==> src/hdl/key_value_header_parser_macros.svh <==
// Assertion macros for the key/value header parser.
`ifndef KEY_VALUE_HEADER_PARSER_MACROS_SVH
`define KEY_VALUE_HEADER_PARSER_MACROS_SVH
`ifndef SYNTHESIS
// Checked on clk_i, switched off while rst_ni is low.
`define KVHP_ASSERT(lbl, prop) \
  lbl: assert property (@(posedge clk_i) disable iff (!rst_ni) prop) \
    else $error("kvhp assertion failed");
// Checked on clk_i at every edge, reset included.
`define KVHP_ASSERT_ALWAYS(lbl, prop) \
  lbl: assert property (@(posedge clk_i) prop) \
    else $error("kvhp assertion failed");
`else
`define KVHP_ASSERT(lbl, prop)
`define KVHP_ASSERT_ALWAYS(lbl, prop)
`endif
`endif

==> src/hdl/kvhp_pkg.sv <==
// Shared types and widths for the key/value header parser.
package kvhp_pkg;

  localparam int unsigned PosW      = 21;
  localparam int unsigned MaxLength = 1048576;   // byte position saturates here

  typedef struct packed {
    logic [7:0]  action_char;
    logic [31:0] format_code;
    logic [31:0] width_pixels;
    logic [31:0] height_pixels;
    logic [31:0] image_number;
    logic [31:0] more_chunks;
    logic        zlib_flag;
    logic [31:0] quiet_level;
    logic [31:0] virtual_place;
    logic [31:0] place_columns;
    logic [31:0] place_rows;
  } params_t;

  typedef struct packed {
    params_t         params;
    logic [PosW-1:0] payload_start;
  } result_t;

endpackage

==> src/hdl/kvhp_parser.sv <==
// Header byte parser: phase machine, value accumulator and parameter record.
module kvhp_parser
  import kvhp_pkg::*;
(
  input  logic    clk_i,
  input  logic    rst_ni,
  input  logic    step_valid_i,
  input  logic [7:0] step_byte_i,
  input  logic    step_last_i,
  output logic    rec_valid_o,
  output result_t rec_o
);

  localparam logic [7:0] ChSemi  = 8'h3B;
  localparam logic [7:0] ChEq    = 8'h3D;
  localparam logic [7:0] ChComma = 8'h2C;
  localparam logic [7:0] ChZero  = 8'h30;
  localparam logic [7:0] ChNine  = 8'h39;
  localparam logic [7:0] ChZ     = 8'h7A;
  localparam logic [7:0] KeyA    = 8'h61;
  localparam logic [7:0] KeyF    = 8'h66;
  localparam logic [7:0] KeyS    = 8'h73;
  localparam logic [7:0] KeyV    = 8'h76;
  localparam logic [7:0] KeyI    = 8'h69;
  localparam logic [7:0] KeyM    = 8'h6D;
  localparam logic [7:0] KeyO    = 8'h6F;
  localparam logic [7:0] KeyQ    = 8'h71;
  localparam logic [7:0] KeyBigU = 8'h55;
  localparam logic [7:0] KeyC    = 8'h63;
  localparam logic [7:0] KeyR    = 8'h72;

  localparam logic [PosW-1:0] MaxPos = PosW'(MaxLength);

  typedef enum logic [1:0] {
    PH_KEY,
    PH_EQ,
    PH_VAL,
    PH_SKIP
  } phase_e;

  phase_e          phase_q, phase_d;
  logic [7:0]      key_q, key_d;
  logic [31:0]     acc_q, acc_d;
  logic [7:0]      first_q, first_d;
  logic            nonempty_q, nonempty_d;
  logic [PosW-1:0] pos_q, pos_d;
  params_t         rec_q, rec_d;

  logic            done, commit, emit;
  params_t         rec_commit;
  logic [PosW-1:0] pos_next;

  // Writes the finished value into the field its key selects.
  function automatic params_t apply_value(params_t p, logic [7:0] key,
                                          logic [31:0] v, logic [7:0] first);
    params_t r;
    r = p;
    unique case (key)
      KeyA:    r.action_char   = first;
      KeyF:    r.format_code   = v;
      KeyS:    r.width_pixels  = v;
      KeyV:    r.height_pixels = v;
      KeyI:    r.image_number  = v;
      KeyM:    r.more_chunks   = v;
      KeyO:    r.zlib_flag     = (first == ChZ);
      KeyQ:    r.quiet_level   = v;
      KeyBigU: r.virtual_place = v;
      KeyC:    r.place_columns = v;
      KeyR:    r.place_rows    = v;
      default: r = p;
    endcase
    return r;
  endfunction

  always_comb begin
    phase_d    = phase_q;
    key_d      = key_q;
    acc_d      = acc_q;
    first_d    = first_q;
    nonempty_d = nonempty_q;
    pos_d      = pos_q;
    done       = 1'b0;
    commit     = 1'b0;
    pos_next   = (pos_q < MaxPos) ? pos_q + PosW'(1) : pos_q;

    if (step_valid_i && phase_q != PH_SKIP) begin
      pos_d = pos_next;
      unique case (phase_q)
        PH_KEY: begin
          if (step_byte_i == ChSemi) begin
            done = 1'b1;
          end else begin
            key_d   = step_byte_i;
            phase_d = PH_EQ;
          end
        end
        PH_EQ: begin
          if (step_byte_i == ChEq) begin
            phase_d    = PH_VAL;
            acc_d      = '0;
            first_d    = '0;
            nonempty_d = 1'b0;
          end else if (step_byte_i == ChComma) begin
            phase_d = PH_KEY;
          end else if (step_byte_i == ChSemi) begin
            done = 1'b1;
          end else begin
            key_d = step_byte_i;
          end
        end
        PH_VAL: begin
          if (step_byte_i == ChComma) begin
            commit  = 1'b1;
            phase_d = PH_KEY;
          end else if (step_byte_i == ChSemi) begin
            commit = 1'b1;
            done   = 1'b1;
          end else begin
            if (!nonempty_q) begin
              first_d    = step_byte_i;
              nonempty_d = 1'b1;
            end
            // x10 as two shifts; the digit is the low nibble
            if (step_byte_i >= ChZero && step_byte_i <= ChNine) begin
              acc_d = (acc_q << 3) + (acc_q << 1) + {28'd0, step_byte_i[3:0]};
            end
            commit = step_last_i;
          end
        end
        default: phase_d = phase_q;
      endcase
    end

    rec_commit = (commit && nonempty_d) ? apply_value(rec_q, key_q, acc_d, first_d)
                                        : rec_q;
    rec_d = rec_commit;
    emit  = step_valid_i && phase_q != PH_SKIP && (done || step_last_i);

    if (emit && !step_last_i) begin
      phase_d = PH_SKIP;
    end
    // any last byte returns the parser to its reset state
    if (step_valid_i && step_last_i) begin
      phase_d    = PH_KEY;
      key_d      = '0;
      acc_d      = '0;
      first_d    = '0;
      nonempty_d = 1'b0;
      pos_d      = '0;
      rec_d      = '0;
    end
  end

  assign rec_valid_o          = emit;
  assign rec_o.params         = rec_commit;
  assign rec_o.payload_start  = pos_d == '0 ? pos_next : pos_d;

  always_ff @(posedge clk_i or negedge rst_ni) begin
    if (!rst_ni) begin
      phase_q    <= PH_KEY;
      key_q      <= '0;
      acc_q      <= '0;
      first_q    <= '0;
      nonempty_q <= 1'b0;
      pos_q      <= '0;
      rec_q      <= '0;
    end else begin
      phase_q    <= phase_d;
      key_q      <= key_d;
      acc_q      <= acc_d;
      first_q    <= first_d;
      nonempty_q <= nonempty_d;
      pos_q      <= pos_d;
      rec_q      <= rec_d;
    end
  end

endmodule

==> src/hdl/key_value_header_parser.sv <==
// Key/value header parser top level: input register, parser, result buffer.
// Takes one header byte per beat with a last flag, parses comma-separated
// "k=value" pairs up to the first ';' and sends one record of the eleven
// known parameters plus payload_start per command: at the ';', or at the
// last byte if no ';' came first. Bytes after the ';' are swallowed up to
// the last flag and produce nothing. Fields never set read 0. Throughput is
// one byte per clock while in_stall_o is low: each byte is parsed
// combinationally between the input register and the result buffer, the only
// dependency being the x10 accumulate of the parser state. An accepted byte is
// registered in the input register, its record in the result buffer. The buffer holds two
// records, so the input keeps flowing while one record waits on out_stall_i;
// in_stall_o rises only when both slots are full and a byte is waiting.
`include "key_value_header_parser_macros.svh"

module key_value_header_parser
  import kvhp_pkg::*;
(
  input  logic            clk_i,
  input  logic            rst_ni,
  input  logic            in_valid_i,
  output logic            in_stall_o,
  input  logic [7:0]      header_byte_i,
  input  logic            final_byte_i,
  output logic            out_valid_o,
  input  logic            out_stall_i,
  output logic [7:0]      action_char_o,
  output logic [31:0]     format_code_o,
  output logic [31:0]     width_pixels_o,
  output logic [31:0]     height_pixels_o,
  output logic [31:0]     image_number_o,
  output logic [31:0]     more_chunks_o,
  output logic            zlib_flag_o,
  output logic [31:0]     quiet_level_o,
  output logic [31:0]     virtual_place_o,
  output logic [31:0]     place_columns_o,
  output logic [31:0]     place_rows_o,
  output logic [PosW-1:0] payload_start_o
);

  // input register
  logic       s1_valid_q;
  logic [7:0] s1_byte_q;
  logic       s1_last_q;

  // two-entry result buffer: head drives the ports, skid catches overflow
  result_t head_q, head_d, skid_q, skid_d;
  logic    head_valid_q, head_valid_d, skid_valid_q, skid_valid_d;

  logic    room, consume, accept, pop;
  logic    rec_valid;
  result_t rec;

  // a byte may make a record, so it moves on only if a slot is free
  assign room       = !skid_valid_q;
  assign consume    = s1_valid_q && room;
  assign in_stall_o = s1_valid_q && !room;
  assign accept     = in_valid_i && !in_stall_o;
  assign pop        = head_valid_q && !out_stall_i;

  always_ff @(posedge clk_i or negedge rst_ni) begin
    if (!rst_ni) begin
      s1_valid_q <= 1'b0;
    end else if (accept) begin
      s1_valid_q <= 1'b1;
    end else if (consume) begin
      s1_valid_q <= 1'b0;
    end
  end

  always_ff @(posedge clk_i) begin
    if (accept) begin
      s1_byte_q <= header_byte_i;
      s1_last_q <= final_byte_i;
    end
  end

  kvhp_parser u_parser (
    .clk_i        (clk_i),
    .rst_ni       (rst_ni),
    .step_valid_i (consume),
    .step_byte_i  (s1_byte_q),
    .step_last_i  (s1_last_q),
    .rec_valid_o  (rec_valid),
    .rec_o        (rec)
  );

  always_comb begin
    head_d       = head_q;
    skid_d       = skid_q;
    head_valid_d = head_valid_q;
    skid_valid_d = skid_valid_q;
    if (pop) begin
      if (skid_valid_q) begin
        head_d       = skid_q;
        skid_valid_d = 1'b0;
      end else begin
        head_valid_d = 1'b0;
      end
    end
    if (rec_valid) begin
      if (!head_valid_d) begin
        head_d       = rec;
        head_valid_d = 1'b1;
      end else begin
        skid_d       = rec;
        skid_valid_d = 1'b1;
      end
    end
  end

  always_ff @(posedge clk_i or negedge rst_ni) begin
    if (!rst_ni) begin
      head_valid_q <= 1'b0;
      skid_valid_q <= 1'b0;
    end else begin
      head_valid_q <= head_valid_d;
      skid_valid_q <= skid_valid_d;
    end
  end

  always_ff @(posedge clk_i) begin
    head_q <= head_d;
    skid_q <= skid_d;
  end

  assign out_valid_o     = head_valid_q;
  assign action_char_o   = head_q.params.action_char;
  assign format_code_o   = head_q.params.format_code;
  assign width_pixels_o  = head_q.params.width_pixels;
  assign height_pixels_o = head_q.params.height_pixels;
  assign image_number_o  = head_q.params.image_number;
  assign more_chunks_o   = head_q.params.more_chunks;
  assign zlib_flag_o     = head_q.params.zlib_flag;
  assign quiet_level_o   = head_q.params.quiet_level;
  assign virtual_place_o = head_q.params.virtual_place;
  assign place_columns_o = head_q.params.place_columns;
  assign place_rows_o    = head_q.params.place_rows;
  assign payload_start_o = head_q.payload_start;

  // skid only ever fills behind a waiting head
  `KVHP_ASSERT(a_skid_behind_head, skid_valid_q |-> head_valid_q)
  // parser never hands over a record with both slots taken
  `KVHP_ASSERT(a_rec_has_room, rec_valid |-> !skid_valid_q)
  // draining a full buffer leaves the skid record at the head
  `KVHP_ASSERT(a_skid_moves_up,
    (head_valid_q && skid_valid_q && !out_stall_i) |=> (head_valid_q && !skid_valid_q))
  // a byte held back keeps its place in the input register
  `KVHP_ASSERT(a_s1_holds,
    (s1_valid_q && !consume) |=> (s1_valid_q && $stable(s1_byte_q) && $stable(s1_last_q)))

endmodule
==> config.mk <==
export PLATFORM = sky130hd
export DESIGN_NAME = key_value_header_parser
export DESIGN_NICKNAME = d
export VERILOG_FILES = /design/src/hdl/kvhp_pkg.sv /design/src/hdl/kvhp_parser.sv /design/src/hdl/key_value_header_parser.sv
export VERILOG_INCLUDE_DIRS = /design/src /design/src/hdl
export SDC_FILE = /design/constraint.sdc
export NUM_CORES = 2
export LEC_CHECK = 0
export BUFFER_PORTS_ARGS = -buffer_cell sky130_fd_sc_hd__buf_4
export CAP_MARGIN = 10
export CORE_AREA = 5 5 290 292
export DETAILED_ROUTE_END_ITERATION = 8
export DIE_AREA = 0 0 295 297
export GPL_ROUTABILITY_DRIVEN = 0
export PLACE_DENSITY = 0.79
export SYNTH_ARGS = -nofsm -noshare
export SYNTH_HDL_FRONTEND = slang
export SYNTH_SLANG_ARGS = --single-unit
==> constraint.sdc <==
create_clock -name clk_i -period 14.74 [get_ports clk_i]
set_input_delay 2.948 -clock clk_i [delete_from_list [all_inputs] [get_ports clk_i]]
set_output_delay 2.948 -clock clk_i [all_outputs]
set_load 0.02 [all_outputs]
### Yosys cells after proc, flatten, opt, wreduce, memory -nomap -nowiden

Index checks and enable logic that the tools add are counted.
W data, S select, Z words.

* add/sub/neg operators: 3
* $mul: 0
* div/mod/pow operators: 0
* magnitude comparators: 3
* eq/ne operators: 21
* shifts and indexed selects: 0
* muxes and demuxes: 71
* bitwise logic cells: 0
* reductions and logical operators: 25

Operator list (number)
* $mux W318: 4
* $mux W297: 2
* $mux W32: 15
* $eq A8 B7 Y1 const B: 12
* $mux W8: 12
* $mux W21: 4
* $pmux W32 S2: 1
* $add A32 B32 Y32: 1
* $add A32 B4 Y32: 1
* $pmux W8 S2: 2
* $eq A8 B6 Y1 const B: 3
* $mux W1: 22
* $add A21 B1 Y21 const B: 1
* $logic_not A21 Y1: 1
* $lt A21 B21 Y1 const B: 1
* $mux W2: 6
* $logic_and A1 B1 Y1: 10
* $ge A8 B6 Y1 const B: 1
* $le A8 B6 Y1 const B: 1
* $ne A3 B3 Y1 const B: 2
* $pmux W2 S3: 1
* $reduce_bool A3 Y1: 2
* $reduce_bool A5 Y1: 1
* $logic_not A1 Y1: 4
* 12 further kinds: 13

* flip-flop bits (word level): 1017
* latch bits: 0
* memory bits (writable): 0
* ROM bits: 0
* input port bits: 13
* word-level logic and storage cells: 169
* memories kept: 0

### Logic depth before layout (Yosys ltp)

* depth in word-level cells: 11
* mapped depth: 14

### Cells and area by module

A second synthesis with hierarchy kept.

* cell total of the unflattened synthesis: 4274
* area total of the unflattened synthesis: 44227.4 sq um

By module, submodules not included
* key_value_header_parser: times used 1, cells an instance 2112, area each 24961.4 sq um
* kvhp_parser: times used 1, cells an instance 2162, area each 19266.0 sq um

### Worst setup path after synthesis

Ideal clock, no wire load.

* path kind: input -> register
* from: input out_stall_i
* to: register skid_q[0] (netlist bit) (enable)
* setup time: 1006 ps
* data arrival time: 16301 ps
* data required time: 13734 ps
* slack: -2566 ps
* stages on the path: 2
* cell sequence: o21ai_0 > nor2_1

* longest elaborated chain between the ends: 4

Ends and longest elaborated chain
* start: declaration: RTL line key_value_header_parser.sv:25 `input logic out_stall_i,`
* $logic_not A1 Y1: RTL line key_value_header_parser.sv:58 `assign pop = head_valid_q && !out_stall_i;`
* $logic_and A1 B1 Y1: RTL line key_value_header_parser.sv:58
* $mux W1: RTL line key_value_header_parser.sv:92 `if (pop) begin`
* $reduce_and A2 Y1 (no source line)
* end signal: assignment: RTL line key_value_header_parser.sv:123 `skid_q <= skid_d;`
* end: declaration: RTL line key_value_header_parser.sv:46 `result_t head_q, head_d, skid_q, skid_d;`

Every way passes these cells.
A chain may end at the register's enable or synchronous reset.

==> impl_metrics.csv <==
group,metric,value,unit
outcome,outcome,"finished with violations",
outcome,violations,"slew limit",
cts,cts_buffer_depth,3,
synth,synth_seq_cells,1017,
layout,area_delta_synth_final,15.0,%
routing,first_pass_iters,8,
power_and_ir_drop,ir_drop,0.144,mV
critical_path,r2r_slack,9.30,ns
layout,nets,4621,
critical_path,path_class,"in -> reg",
synth,synth_edf_count,327,
critical_path,worst-path-max-fanout,213,
global_route,grt_pass1_wl,187000,µm
cts,post-cts-setup-buffers,0,
layout,layout_common_cells,"nand2_1 (839), nor2_1 (435), buf_4 (374)",
cts,ctsResizeCount,0,
cts,clk_pin_slew_worst_paths,0.06,ns
synth,synth_top_flop_cell,"dfrtp_1",
sta,finalWorstSetupSlack,8.46,ns
sta,timing.hold.ws,0.475,ns
critical_path,crit_chain,"buf_4, o21ai_0, nand3_1, o21a_4, buf_4, buf_12, buf_4, and3_1, a221oi_1",
global_route,grt_usage,26.7,%
synth,avgSynthCellArea,9.95,µm²
critical_path,max_stage_delay,0.95,ns
cts,ctsHoldBuffers,0,
global_route,met1_usage,37.1,%
min_path,hp-start,"place_columns_o[2]",
layout,n_antenna_cell,0,
floorplanning,coreArea,81300,µm²
routing,drc,0,
global_route,use_met3,4.26,%
sta,clock_skew,0.0397,ns
routing,wl_per_cell,21.3,µm
sta,slew-limit-headroom,-16.5,%
routing,drtIter0Drc,3375,
global_route,busiest_layer,"met2",
global_route,antenna_found_initial,1,
routing,viasPerCell,5.87,
floorplanning,start_util,53.4,%
floorplanning,die_x,295,µm
placed_design,preCtsSetupSlack,7.81,ns
sta,fin_crit,6.28,ns
sta,final-max-slew-violation-count,104,
critical_path,worst_setup_path_start_kind,"input pin",
sta,fmax,159,MHz
synth,async_flop_share,36.6,%
floorplanning,die-height,297,µm
floorplanning,ioPinCount,333,
synth,ys_types,92,
routing,vias,33500,
layout,drive_gt1_share,14.4,%
cts,clkSinkCount,1017,
critical_path,cp.required,15.25,ns
routing,routed_wl,121000,µm
sta,setup_tns,0,ns
cts,root_buffer,"clkbuf_16",
min_path,min_path_type,"reg -> reg",
cts,cts_tree,"done",
min_path,min_path_cells,2,
global_route,grt_max_degree,214,
floorplanning,num_rows,105,
synth,netlist_area,43400,µm²
placed_design,portBuffers,332,
critical_path,reg2regPathDepth,10,
critical_path,timing.rr.start,"s1_byte_q[6]",
placed_design,dp_hpwl,74300,µm
critical_path,end_kind,"flop",
critical_path,crit_top_cell,"buf_4",
cts,cts_buffers,101,
synth,syn_inst,4364,
global_route,grt_pass1_vias,32300,
critical_path,reg2reg_to,"place_columns_o[30]",
synth,yosysWarnings,0,
cts,insertion_delay,0.69,ns
min_path,min_to,"place_columns_o[2]",
sta,finalSetupViolCount,0,
critical_path,crit_slowest_cell,"buf_4",
run,maxCapViolations,0,
critical_path,cp.buffers_inverters,4,
global_route,overflow,0,
cts,htreeDepth,3,
synth,synth.yosys.seq_area_share,58.7,%
synth,syn_nets,4442,
sta,worst_pin_slew,1.75,ns
sta,rsz0062_at_grt,"false",
critical_path,crit_family,"buffers and inverters",
sta,period_share,42.6,%
power_and_ir_drop,power_per_cell_area,191,nW/µm²
routing,drtAntennaViolNets,0,
layout,final_common_cell,"nand2_1",
critical_path,crit_arrival,6.80,ns
floorplanning,dieArea,87600,µm²
power_and_ir_drop,power.leakage,22.8,nW
sta,hold_viol,0,
global_route,met2_usage,42.7,%
[flip-flops by register name, indices dropped and copies added (netlist names), 21 cells and up]
signal and cells:
place_rows_o 32, format_code_o 32, height_pixels_o 32, u_parser.pos_q 21, u_parser.rec_q 297, place_columns_o 32
payload_start_o 21, width_pixels_o 32, virtual_place_o 32, more_chunks_o 32, quiet_level_o 32, skid_q 318
image_number_o 32, u_parser.acc_q 32
[per-stage QoR]
stage	util, %	instances	total power, W	instance area [µm²]
floorplan	-	4364	0.00563	43400
global placement	57.1	5510	0.00686	46400
detailed placement	57.1	5510	0.00694	46400
CTS	61.4	5702	0.00960	49900
global route	61.4	5702	0.0100	49900
finish	61.4	5702	0.00954	49900
[cell families after synthesis]
kind of cell / after synthesis / synth area share (%)
AOI/OAI and AO/OA: 872 / 12.6
and+or+nand+nor: 1785 / 18.3
buffers and inverters: 451 / 4.39
adders and majority gates: 65 / 1.91
xor gates and xnor gates: 36 / 0.726
muxes: 138 / 3.37
DFF: 1017 / 58.7
[cells in the mapped netlist (all sizes together), types with 16 or more instances]
| cell type | instances | area, µm² |
|---|---|---|
| a211oi | 57 | 453 |
| a21boi | 17 | 128 |
| a21o | 42 | 315 |
| a21oi | 310 | 1570 |
| a22oi | 19 | 143 |
| a31oi | 145 | 907 |
| and2 | 132 | 826 |
| and3 | 137 | 862 |
| buf | 85 | 531 |
| clkbuf | 219 | 822 |
| dfrtp | 372 | 9310 |
| dfxtp | 318 | 6370 |
| edfxtp | 327 | 9820 |
| ha | 63 | 788 |
| inv | 147 | 552 |
| mux2 | 63 | 713 |
| mux2i | 75 | 751 |
| nand2 | 841 | 3160 |
| nand3 | 87 | 435 |
| nand4 | 19 | 119 |
| nor2 | 441 | 1660 |
| nor3 | 58 | 305 |
| o21ai | 125 | 629 |
| o21bai | 16 | 120 |
| o31ai | 49 | 378 |
| xnor2 | 17 | 149 |
| xor2 | 19 | 166 |
[worst reg2reg max path: stages (launching register included)]
cell       delay, ns
edfxtp_1        0.51
nand4bb_1       0.43
o31ai_1         0.45
a21oi_1         0.19
nor2_1          0.32
o21a_4          0.43
buf_4           0.73
buf_12          0.68
buf_4           1.13
and3_1          0.34
a221oi_1        0.05
[area by class of cell]
type                            count  area, µm²
Sequential cell                  1017      25500
Timing Repair Buffer              380       2920
Fill cell                        6513      31400
Clock buffer                      147       2980
Multi-Input combinational cell   2896      16100
Inverter                          147        552
Clock inverter                     45        522
Tap cell                         1070       1340
[power breakdown]
group	leakage [nW]	switching (W)	internal, W
clock network	1.71	0.00113	0.00151
registers	11.0	0.000443	0.00350
logic	10.2	0.00182	0.00113
[worst max path at each step]
stage | startpoint | slack (ns) | endpoint | cells after the start
6_report | out_stall_i | 8.46 | place_columns_o[30] | 9
5_1_grt | out_stall_i | 8.15 | more_chunks_o[22] | 10
4_1_cts | out_stall_i | 8.53 | place_columns_o[30] | 9
3_5_place_dp | out_stall_i | 7.81 | place_columns_o[30] | 9
3_3_place_gp | out_stall_i | 7.87 | more_chunks_o[30] | 9
2_1_floorplan | out_stall_i | 2.85 | skid_q[0] | 2
[layer usage]
metal / vias to the layer above / wire length (µm)
li1: 15400 / -
met1: 16400 / 49500
met2: 1412 / 57400
met3: 220 / 9870
met4: 0 / 4560
met5: - / 0
(Power assumes the default switching activity.)
